--- src/fcull_pkg.sv ---
// Shared types, constants and codes for the frustum cull test block.
package fcull_pkg;

   localparam int COORD_WIDTH     = 32;
   localparam int PLANE_COUNT_DEF = 6;
   localparam int IDX_WIDTH       = 3;
   localparam int FRAC_BITS       = 16;

   // |nx|+|ny|+|nz| needs two more bits than one coordinate
   localparam int ABS_W  = COORD_WIDTH + 2;
   localparam int OPA_W  = ABS_W + 1;
   localparam int PROD_W = OPA_W + COORD_WIDTH;
   localparam int ACC_W  = PROD_W;

   localparam logic [1:0] FUNC_LOAD  = 2'd0;
   localparam logic [1:0] FUNC_POINT = 2'd1;
   localparam logic [1:0] FUNC_CUBE  = 2'd2;

   // multiplier operand selection, one code per step of a plane
   localparam logic [1:0] STEP_X = 2'd0;
   localparam logic [1:0] STEP_Y = 2'd1;
   localparam logic [1:0] STEP_Z = 2'd2;
   localparam logic [1:0] STEP_R = 2'd3;

   typedef struct packed {
      logic [1:0]                    func;
      logic [IDX_WIDTH-1:0]          plane_index;
      logic signed [COORD_WIDTH-1:0] normal_x;
      logic signed [COORD_WIDTH-1:0] normal_y;
      logic signed [COORD_WIDTH-1:0] normal_z;
      logic signed [COORD_WIDTH-1:0] offset_in;
      logic signed [COORD_WIDTH-1:0] point_x;
      logic signed [COORD_WIDTH-1:0] point_y;
      logic signed [COORD_WIDTH-1:0] point_z;
      logic [COORD_WIDTH-2:0]        half_size;
   } req_type;

   typedef struct packed {
      logic visible;
      logic was_cube;
   } rsp_type;

   typedef struct packed {
      logic signed [COORD_WIDTH-1:0] normal_x;
      logic signed [COORD_WIDTH-1:0] normal_y;
      logic signed [COORD_WIDTH-1:0] normal_z;
      logic signed [COORD_WIDTH-1:0] offset;
   } plane_type;

   typedef struct packed {
      logic       start;   // latch point, clear verdict
      logic       issue;   // multiply this cycle
      logic       first;   // first product of a plane
      logic       last;    // last product of a plane
      logic       finish;  // last product of the last plane
      logic [1:0] sel;     // operand step code
   } mac_ctrl_type;

   typedef struct packed {
      logic done;
      logic visible;
   } mac_stat_type;

endpackage

--- src/frustum_cull_test_core.sv ---
// Top level of the frustum cull test block: plane store, sequencer and shared multiplier.
// Holds PLANE_COUNT planes (normal and offset, signed Q16.16) and answers point and cube
// visibility tests against all of them. A load item (func 0) writes one plane in the
// cycle it is accepted and gives no result; a plane index at or above PLANE_COUNT and
// func 3 are dropped silently. A point test (func 1) or cube test (func 2) gives one
// result item. All sums are exact; a sum of exactly zero counts as inside, and planes
// never loaded hold zero and always pass. Every plane is evaluated by one shared
// 35x32 signed multiplier, one product per cycle, with the product registered and
// accumulated the next cycle: a point test takes three products per plane, a cube test
// four (the x, y, z terms plus half size times |nx|+|ny|+|nz|, which is the largest
// corner). req_ready is low from the accepting edge until the test's result is loaded
// into the output register, and comes back in that same cycle, so a new item is taken
// only once the previous test is through. A finished result waits in the output
// register while the next item is accepted; a later test holds only when its own
// result is due and the earlier one is still untaken.
module frustum_cull_test_core import fcull_pkg::*; #(
   parameter int PLANE_COUNT = PLANE_COUNT_DEF
) (
   input  logic    clock,
   input  logic    reset,
   input  logic    req_valid,
   output logic    req_ready,
   input  req_type req_data,
   output logic    rsp_valid,
   input  logic    rsp_ready,
   output rsp_type rsp_data
);

   localparam int PIDX_W = (PLANE_COUNT > 1) ? $clog2(PLANE_COUNT) : 1;

   mac_ctrl_type      ctrl;
   mac_stat_type      stat;
   plane_type         wr_plane, rd_plane;
   logic [PIDX_W-1:0] rd_idx;
   logic              load_en;

   always_comb begin
      // loads are taken only in idle, so the store never changes mid-test
      load_en           = req_valid && req_ready && (req_data.func == FUNC_LOAD);
      wr_plane.normal_x = req_data.normal_x;
      wr_plane.normal_y = req_data.normal_y;
      wr_plane.normal_z = req_data.normal_z;
      wr_plane.offset   = req_data.offset_in;
   end

   fcull_plane_store #(
      .PLANE_COUNT (PLANE_COUNT),
      .PIDX_W      (PIDX_W)
   ) u_store (
      .clock   (clock),
      .reset   (reset),
      .wr_en   (load_en),
      .wr_idx  (req_data.plane_index),
      .wr_data (wr_plane),
      .rd_idx  (rd_idx),
      .rd_data (rd_plane)
   );

   fcull_seq #(
      .PLANE_COUNT (PLANE_COUNT),
      .PIDX_W      (PIDX_W)
   ) u_seq (
      .clock     (clock),
      .reset     (reset),
      .req_valid (req_valid),
      .req_func  (req_data.func),
      .req_ready (req_ready),
      .rsp_valid (rsp_valid),
      .rsp_ready (rsp_ready),
      .rsp_data  (rsp_data),
      .stat      (stat),
      .ctrl      (ctrl),
      .rd_idx    (rd_idx)
   );

   fcull_mac u_mac (
      .clock     (clock),
      .reset     (reset),
      .ctrl      (ctrl),
      .plane     (rd_plane),
      .point_x   (req_data.point_x),
      .point_y   (req_data.point_y),
      .point_z   (req_data.point_z),
      .half_size (req_data.half_size),
      .stat      (stat)
   );

endmodule

--- src/fcull_plane_store.sv ---
// Plane register file: one write port for loads, one read port for the sequencer.
module fcull_plane_store import fcull_pkg::*; #(
   parameter int PLANE_COUNT = PLANE_COUNT_DEF,
   parameter int PIDX_W      = (PLANE_COUNT > 1) ? $clog2(PLANE_COUNT) : 1
) (
   input  logic                 clock,
   input  logic                 reset,
   input  logic                 wr_en,
   input  logic [IDX_WIDTH-1:0] wr_idx,
   input  plane_type            wr_data,
   input  logic [PIDX_W-1:0]    rd_idx,
   output plane_type            rd_data
);

   plane_type         store_ff [PLANE_COUNT];
   logic              wr_hit;
   logic [PIDX_W-1:0] wr_slot;

   always_comb begin
      wr_hit  = wr_en && (int'(wr_idx) < PLANE_COUNT);
      wr_slot = PIDX_W'(wr_idx);
      rd_data = store_ff[rd_idx];
   end

   always_ff @(posedge clock) begin
      if (reset) begin
         for (int i = 0; i < PLANE_COUNT; i++) begin
            store_ff[i] <= '0;
         end
      end else if (wr_hit) begin
         store_ff[wr_slot] <= wr_data;
      end
   end

endmodule

--- src/fcull_mac.sv ---
// Shared signed multiplier with registered product and plane accumulator.
module fcull_mac import fcull_pkg::*; (
   input  logic                          clock,
   input  logic                          reset,
   input  mac_ctrl_type                  ctrl,
   input  plane_type                     plane,
   input  logic signed [COORD_WIDTH-1:0] point_x,
   input  logic signed [COORD_WIDTH-1:0] point_y,
   input  logic signed [COORD_WIDTH-1:0] point_z,
   input  logic [COORD_WIDTH-2:0]        half_size,
   output mac_stat_type                  stat
);

   logic signed [COORD_WIDTH-1:0] px_ff, py_ff, pz_ff;
   logic [COORD_WIDTH-2:0]        r_ff;
   logic [ABS_W-1:0]              abs_sum_ff, abs_sum_in;
   logic signed [COORD_WIDTH-1:0] off_ff;
   logic signed [PROD_W-1:0]      prod_ff, prod_in;
   logic                          prod_vld_ff, prod_first_ff, prod_last_ff, prod_finish_ff;
   logic signed [ACC_W-1:0]       acc_ff, acc_base, acc_in;
   logic                          vis_ff, done_ff;

   logic [COORD_WIDTH:0]          ext_x, ext_y, ext_z, mag_x, mag_y, mag_z;
   logic signed [OPA_W-1:0]       opa;
   logic signed [COORD_WIDTH-1:0] opb;

   always_comb begin
      ext_x = {plane.normal_x[COORD_WIDTH-1], plane.normal_x};
      ext_y = {plane.normal_y[COORD_WIDTH-1], plane.normal_y};
      ext_z = {plane.normal_z[COORD_WIDTH-1], plane.normal_z};
      mag_x = ext_x[COORD_WIDTH] ? (~ext_x + 1'b1) : ext_x;
      mag_y = ext_y[COORD_WIDTH] ? (~ext_y + 1'b1) : ext_y;
      mag_z = ext_z[COORD_WIDTH] ? (~ext_z + 1'b1) : ext_z;
      abs_sum_in = ABS_W'(mag_x) + ABS_W'(mag_y) + ABS_W'(mag_z);

      case (ctrl.sel)
         STEP_X: begin
            opa = {{(OPA_W-COORD_WIDTH){plane.normal_x[COORD_WIDTH-1]}}, plane.normal_x};
            opb = px_ff;
         end
         STEP_Y: begin
            opa = {{(OPA_W-COORD_WIDTH){plane.normal_y[COORD_WIDTH-1]}}, plane.normal_y};
            opb = py_ff;
         end
         STEP_Z: begin
            opa = {{(OPA_W-COORD_WIDTH){plane.normal_z[COORD_WIDTH-1]}}, plane.normal_z};
            opb = pz_ff;
         end
         default: begin
            // largest corner: half size times the sum of normal magnitudes
            opa = {{(OPA_W-ABS_W){1'b0}}, abs_sum_ff};
            opb = {1'b0, r_ff};
         end
      endcase
      prod_in = opa * opb;

      // offset in Q16.16 aligned to the Q35.32 products
      acc_base = prod_first_ff
               ? {{(ACC_W-COORD_WIDTH-FRAC_BITS){off_ff[COORD_WIDTH-1]}}, off_ff,
                  {FRAC_BITS{1'b0}}}
               : acc_ff;
      acc_in = acc_base + prod_ff;

      stat.done    = done_ff;
      stat.visible = vis_ff;
   end

   always_ff @(posedge clock) begin
      if (ctrl.start) begin
         px_ff <= point_x;
         py_ff <= point_y;
         pz_ff <= point_z;
         r_ff  <= half_size;
      end
      if (ctrl.issue) begin
         prod_ff        <= prod_in;
         prod_first_ff  <= ctrl.first;
         prod_last_ff   <= ctrl.last;
         prod_finish_ff <= ctrl.finish;
         if (ctrl.sel == STEP_X) begin
            abs_sum_ff <= abs_sum_in;
            off_ff     <= plane.offset;
         end
      end
      if (prod_vld_ff) begin
         acc_ff <= acc_in;
      end
   end

   always_ff @(posedge clock) begin
      if (reset) begin
         prod_vld_ff <= 1'b0;
         vis_ff      <= 1'b1;
         done_ff     <= 1'b0;
      end else begin
         prod_vld_ff <= ctrl.issue;
         if (ctrl.start) begin
            vis_ff  <= 1'b1;
            done_ff <= 1'b0;
         end else if (prod_vld_ff) begin
            if (prod_last_ff && acc_in[ACC_W-1]) begin
               vis_ff <= 1'b0;
            end
            if (prod_finish_ff) begin
               done_ff <= 1'b1;
            end
         end
      end
   end

endmodule

--- src/fcull_seq.sv ---
// Sequencer: walks planes and multiplier steps, owns the result register.
module fcull_seq import fcull_pkg::*; #(
   parameter int PLANE_COUNT = PLANE_COUNT_DEF,
   parameter int PIDX_W      = (PLANE_COUNT > 1) ? $clog2(PLANE_COUNT) : 1
) (
   input  logic              clock,
   input  logic              reset,
   input  logic              req_valid,
   input  logic [1:0]        req_func,
   output logic              req_ready,
   output logic              rsp_valid,
   input  logic              rsp_ready,
   output rsp_type           rsp_data,
   input  mac_stat_type      stat,
   output mac_ctrl_type      ctrl,
   output logic [PIDX_W-1:0] rd_idx
);

   typedef enum logic [2:0] {
      S_IDLE  = 3'b001,
      S_RUN   = 3'b010,
      S_DRAIN = 3'b100
   } seq_state_type;

   seq_state_type     state_ff, state_in;
   logic [PIDX_W-1:0] plane_ff, plane_in;
   logic [1:0]        step_ff, step_in;
   logic              cube_ff, cube_in;
   logic              rsp_valid_ff, rsp_valid_in;
   rsp_type           rsp_data_ff;
   logic              test_acc, step_last, plane_last, rsp_load;
   logic [1:0]        last_step;

   always_comb begin
      req_ready  = (state_ff == S_IDLE);
      test_acc   = req_valid && req_ready
                && (req_func == FUNC_POINT || req_func == FUNC_CUBE);
      last_step  = cube_ff ? STEP_R : STEP_Z;
      step_last  = (step_ff == last_step);
      plane_last = (plane_ff == PIDX_W'(PLANE_COUNT - 1));

      ctrl.start  = test_acc;
      ctrl.issue  = (state_ff == S_RUN);
      ctrl.first  = (step_ff == STEP_X);
      ctrl.last   = step_last;
      ctrl.finish = step_last && plane_last;
      ctrl.sel    = step_ff;
      rd_idx      = plane_ff;

      rsp_load = (state_ff == S_DRAIN) && stat.done && (!rsp_valid_ff || rsp_ready);

      state_in = state_ff;
      plane_in = plane_ff;
      step_in  = step_ff;
      cube_in  = cube_ff;
      case (state_ff)
         S_IDLE: begin
            if (test_acc) begin
               state_in = S_RUN;
               plane_in = '0;
               step_in  = STEP_X;
               cube_in  = (req_func == FUNC_CUBE);
            end
         end
         S_RUN: begin
            if (step_last) begin
               step_in = STEP_X;
               if (plane_last) begin
                  // wrap so the read index never leaves the store
                  plane_in = '0;
                  state_in = S_DRAIN;
               end else begin
                  plane_in = plane_ff + 1'b1;
               end
            end else begin
               step_in = step_ff + 2'd1;
            end
         end
         S_DRAIN: begin
            if (rsp_load) begin
               state_in = S_IDLE;
            end
         end
         default: begin
            state_in = S_IDLE;
         end
      endcase

      if (rsp_load) begin
         rsp_valid_in = 1'b1;
      end else if (rsp_ready) begin
         rsp_valid_in = 1'b0;
      end else begin
         rsp_valid_in = rsp_valid_ff;
      end

      rsp_valid = rsp_valid_ff;
      rsp_data  = rsp_data_ff;
   end

   always_ff @(posedge clock) begin
      if (reset) begin
         state_ff     <= S_IDLE;
         plane_ff     <= '0;
         step_ff      <= STEP_X;
         cube_ff      <= 1'b0;
         rsp_valid_ff <= 1'b0;
      end else begin
         state_ff     <= state_in;
         plane_ff     <= plane_in;
         step_ff      <= step_in;
         cube_ff      <= cube_in;
         rsp_valid_ff <= rsp_valid_in;
      end
   end

   always_ff @(posedge clock) begin
      if (rsp_load) begin
         rsp_data_ff.visible  <= stat.visible;
         rsp_data_ff.was_cube <= cube_ff;
      end
   end

endmodule

--- config.mk ---
export PLATFORM = sky130hd
export DESIGN_NAME = frustum_cull_test_core
export DESIGN_NICKNAME = d
export VERILOG_FILES = /design/src/fcull_pkg.sv /design/src/frustum_cull_test_core.sv /design/src/fcull_plane_store.sv /design/src/fcull_mac.sv /design/src/fcull_seq.sv
export SDC_FILE = /design/constraint.sdc
export NUM_CORES = 2
export LEC_CHECK = 0
export BUFFER_PORTS_ARGS = -buffer_cell sky130_fd_sc_hd__buf_4
export CORE_ASPECT_RATIO = 1.5
export CORE_MARGIN = 4
export CORE_UTILIZATION = 65
export DETAILED_ROUTE_END_ITERATION = 7
export PLACE_DENSITY = 0.83
export REMOVE_ABC_BUFFERS = 1
export SLEW_MARGIN = 20
export SYNTH_ARGS = -nofsm -noshare
export SYNTH_HDL_FRONTEND = slang
export SYNTH_SLANG_ARGS = --single-unit
--- constraint.sdc ---
create_clock -name clock -period 32.1 [get_ports clock]
set_clock_uncertainty 0.05 [all_clocks]
set_input_delay 4.815 -clock clock [delete_from_list [all_inputs] [get_ports clock]]
set_output_delay 4.815 -clock clock [all_outputs]
set_load 0.02 [all_outputs]
After elaboration in Yosys (flattened, before gate mapping)
Memory sizes are Yosys's and may differ from the RTL's. A register that Yosys moved wholly into a read port is not among the register bits.
Cells that the tools add are included.
{"block": "classes", "magnitude_cmp": 1, "n_eq_ne": 13, "reduce_logical": 24, "muxes": 31, "n_addsub": 8, "mul": 1, "bitwise": 3, "div_mod_pow": 0, "shifts": 0}
{"op": "$mux 128", "n": 1}
{"op": "$reduce_or 128->1", "n": 1}
{"op": "$pmux 35 s3", "n": 1}
{"op": "$add 33x1->33 const B", "n": 3}
{"op": "$mux 33", "n": 3}
{"op": "$not 33->33", "n": 3}
{"op": "$pmux 32 s3", "n": 1}
{"op": "$add 67x67->67", "n": 1}
{"op": "$mul 35x32->67", "n": 1}
{"op": "$mux 67", "n": 1}
{"op": "$add 33x33->34", "n": 1}
{"op": "$add 34x33->34", "n": 1}
{"op": "$mux 3", "n": 10}
{"op": "$reduce_and 2->1", "n": 5}
{"op": "$mux 1", "n": 9}
{"op": "$pmux 3 s3", "n": 1}
{"op": "$logic_and 1x1->1", "n": 8}
{"op": "$eq 3x3->1 const B", "n": 2}
{"op": "$pmux 3 s2", "n": 1}
{"op": "$eq 2x1->1 const B", "n": 2}
{"op": "$eq 2x2->1 const B", "n": 2}
{"op": "$logic_not 2->1", "n": 2}
{"op": "$mux 2", "n": 2}
{"op": "$ne 2x1->1 const B", "n": 2}
{"op": "14 further kinds", "n": 17}
{"block": "word_totals", "elab_cells": 103, "romBits": 0, "mem_count": 1, "ramBits": 768, "latch_bits": 0, "regBits": 345, "out_inout_bits": 4, "inputBits": 264}
{"memory": "u_store.store_ff", "depth": 6, "word_bits": 128, "read_ports": 1, "rd_ports_with_merged_regs": 1, "wr": 6, "line": "fcull_plane_store.sv:15", "source": "plane_type store_ff [PLANE_COUNT];"}

Logic depth before layout (Yosys ltp)
{"block": "logic_depth", "ltp_word": 9, "mapped_depth": 42}

By module
Synthesis repeated with hierarchy kept, for this count alone.
{"block": "hier_totals", "hier_cells": 8689, "area_unflattened_um2": 102793.6}
{"module": "fcull_mac", "n_inst": 1, "cells_each": 6122, "area_per_inst_um2": 58821.4}
{"module": "fcull_plane_store", "n_inst": 1, "cells_each": 2491, "area_per_inst_um2": 43266.5}
{"module": "fcull_seq", "n_inst": 1, "cells_each": 75, "area_per_inst_um2": 693.2}
{"module": "frustum_cull_test_core", "n_inst": 1, "cells_each": 1, "area_per_inst_um2": 12.5}

Worst setup path before layout
No wires, ideal clock.
{"block": "synth_path", "path_type": "in2reg", "from": "input port req_data[258] in the netlist's numbering", "to": "memory u_store.store_ff[4][0] in the netlist's numbering, enable pin", "path_buffers": 1, "cell_stages": 7, "setup_time_ns": 0.642, "setup_slack_ns": 19.903, "required_ns": 31.408, "t_arrival_ns": 11.505, "path_cell_list": "inv_1 -> ha_1 -> nand4_1 -> nor2_1 -> a21o_1 -> clkbuf_1 -> o21bai_1"}
{"item": "start: declaration", "line": "frustum_cull_test_core.sv:23", "source": "input req_type req_data,"}
{"item": "end: declaration", "line": "fcull_plane_store.sv:15"}

==> impl_metrics.tcl <==
set metrics [dict create \
    rsz0062_at_grt "no" \
    synth_edf_count 1356 \
    finalHoldViolCount 0 \
    max-clock-path-buffers 3 \
    area_growth_pct 9.27 \
    grt_start_max_net_pins 129 \
    met3_length_mm 39.9 \
    rows 177 \
    cp-end-kind "flop" \
    synth-main-ff-cell "edfxtp_1" \
    drc_errors 0 \
    tightest_slew_ps 1290 \
    hold_buffers 0 \
    wirelength_met1_mm 94.1 \
    grt_pass1_wl_mm 472 \
    synth-warning-count 0 \
    root_buffer "clkbuf_16" \
    cap_viol_max_count 0 \
    drt_iter0_drc 8602 \
    gr-total-overflow 0 \
    critPathRequiredTime_ps 32600 \
    die_x_um 331 \
    vias_per_cell 6.35 \
    stdcell_area_um2 111000 \
    first_pass_iters 8 \
    cp_slowest_stage_delay_ps 1110 \
    synth_top_area_share_pct 40.1 \
    antenna_left 0 \
    yosysSeqAreaShare_pct 40.4 \
    dp_hpwl_mm 218 \
    core_um2 155000 \
    cp_max_fo 64 \
    critPathSlowestCell "o311ai_1" \
    crit_top_cell "fa_1" \
    clkLatencyLatePin_ps 840 \
    antenna_found_initial 20 \
    setup_viol 0 \
    path_clk_slew_ps 70 \
    arrival_ps 13960 \
    grt_usage_pct 39.9 \
    gp_congestion 1.08 \
    synth_area_leaders "edfxtp_1 (40%), fa_1 (24%), mux4_2 (5.7%)" \
    slew_headroom_pct 12.6 \
    synth_cell_types 88 \
    cts_sinks 1372 \
    outcome "finished, final reports clean" \
    finalSetupTns_ps 0 \
    top_layer "met5" \
    die_h_um 492 \
    start_util_pct 65.4 \
    synthArstFlopShare_pct 0 \
    vias 71300 \
    drive_gt1_share_pct 11.8 \
    cp-start-kind "flop" \
    syn_avg_cell_area_um2 11.7 \
    path_class "reg2reg" \
    cts_buffers 121 \
    cts_tree "done" \
    placed_cells 11000 \
    cts_htree_levels 3 \
    synth_cells 8681 \
    placed_area_um2 107000 \
    nets 10800 \
    io_buffer_count 267 \
    dieArea_um2 163000 \
    hold_class "reg2reg" \
    fin_crit_ps 13460 \
    ios 268 \
    finalMaxSlewViolations 0 \
    routed_wl_mm 316 \
    grt_pass1_vias 77600 \
    fmax_ghz 0.0743 \
    instances_no_fill 11200 \
    met2WireLength_mm 149 \
    fin_crit_sh_pct 41.9 \
    routedWlPerCell_um 28.1 \
    ys_ff_latch 1372 \
    syn_area_um2 102000 \
    synth_area_leader_cell "edfxtp_1" \
    cts_setup_buffers 0 \
    ctsResizeCount 0 \
]
[placed cells by master, fill, tap and decap left out, drive strengths merged, types with 10 or more instances in the layout]
cell type / count
a211o: 14
a211oi: 11
a21o: 88
a21oi: 235
a22oi: 39
a31oi: 28
and2: 33
and3: 26
buf: 404
bufinv: 20
clkbuf: 135
clkinv: 53
clkinvlp: 13
conb: 259
dfxtp: 16
edfxtp: 1356
fa: 1207
ha: 297
inv: 1364
mux2: 146
mux2i: 95
mux4: 256
nand2: 862
nand2b: 39
nand3: 43
nand4: 38
nor2: 1327
nor2b: 42
nor3: 46
nor4: 11
o211ai: 12
o21a: 32
o21ai: 165
o21bai: 33
o22ai: 10
o31ai: 15
or2: 10
xnor2: 147
xor2: 103
[cell usage after synthesis (140+ instances only)]
library cell,instances
nand2_1,861
xnor2_1,147
mux2_2,140
clkbuf_1,307
mux4_2,256
edfxtp_1,1356
ha_1,297
inv_1,1351
fa_1,1207
o21ai_0,140
a21oi_1,235
nor2_1,1327
[sequential cells by signal, indices dropped and copies added, names as in the netlist, named ones only]
| name | flops |
|---|---|
| u_mac.r_ff | 31 |
| u_mac.py_ff | 32 |
| u_mac.acc_ff | 67 |
| u_seq.state_ff | 3 |
| u_seq.rd_idx | 3 |
| u_mac.pz_ff | 32 |
| u_mac.prod_ff | 67 |
| u_seq.rsp_data | 2 |
| u_store.store_ff | 1024 |
| u_seq.rsp_valid | 1 |
| u_mac.abs_sum_ff | 34 |
| u_mac.prod_finish_ff | 1 |
| u_mac.vis_ff | 1 |
| u_mac.done_ff | 1 |
| u_mac.prod_first_ff | 1 |
| u_mac.prod_last_ff | 1 |
| u_mac.off_ff | 32 |
| u_seq.step_ff | 2 |
| u_mac.px_ff | 32 |
| u_seq.cube_ff | 1 |
| u_mac.prod_vld_ff | 1 |
[final timing paths]
check / start / end / slack (ps) / cells past startpoint
min: u_seq.rd_idx[1] / flop / 450 / 2
max reg2reg: flop / u_mac.prod_ff[57] / 18640 / 32
max: flop / u_mac.prod_ff[57] / 18640 / 32
min reg2reg: u_seq.rd_idx[1] / flop / 450 / 2
[stage by stage]
| step | hold slack [ps] | util (%) | setup slack, ps |
|---|---|---|---|
| global route | 454 | 71.4 | 18270 |
| finish | 454 | 71.4 | 18640 |
| detailed placement | 433 | 68.7 | 19130 |
| floorplan | 360 | - | 12170 |
| global placement | 423 | 68.7 | 19300 |
| CTS | 444 | 71.4 | 19010 |
[logic make-up (layout without fill, tap and decap cells)]
logic type | after synthesis | in the layout | synth area share (%)
DFF | 1372 | 1372 | 40.4
adders and majority gates | 1504 | 1504 | 27.5
buffers and inverters | 1776 | 1989 | 6.82
and+or+nand+nor | 2514 | 2514 | 10.1
AOI/OAI and AO/OA | 766 | 766 | 4.81
muxes | 497 | 497 | 8.24
xor gates and xnor gates | 250 | 250 | 2.16
other | 2 | 268 | 0.00740
[worst max-delay path: cells and delay by family (launching register included)]
kind	cells	cell delay, ps
flip-flops	1	770
AND/OR/NAND/NOR	5	1320
AO/OA/AOI/OAI	9	3260
multiplexers	2	830
adder cells (fa/ha/maj)	9	4440
buffers and inverters	7	2300
[layer usage]
layer | track usage [%] | vias to the layer above
li1 | - | 28900
met1 | 44.6 | 35200
met2 | 63.2 | 5359
met3 | 13.1 | 1785
met4 | 31.0 | 14
met5 | 0.0906 | -
[area by class of cell]
cell class | count | area (um2)
tap | 2058 | 2570
timing repair buffer | 404 | 3070
multi-input combinational | 5790 | 54800
antenna | 9 | 22.5
clock inverter | 95 | 1210
sequential | 1372 | 41100
clock buffer | 135 | 3080
inverter | 1355 | 5100
fill | 10200 | 44300
Power is left out: the tool's default activity adds up to more than one toggle a clock period on the data nets, which glitch-free logic cannot reach.
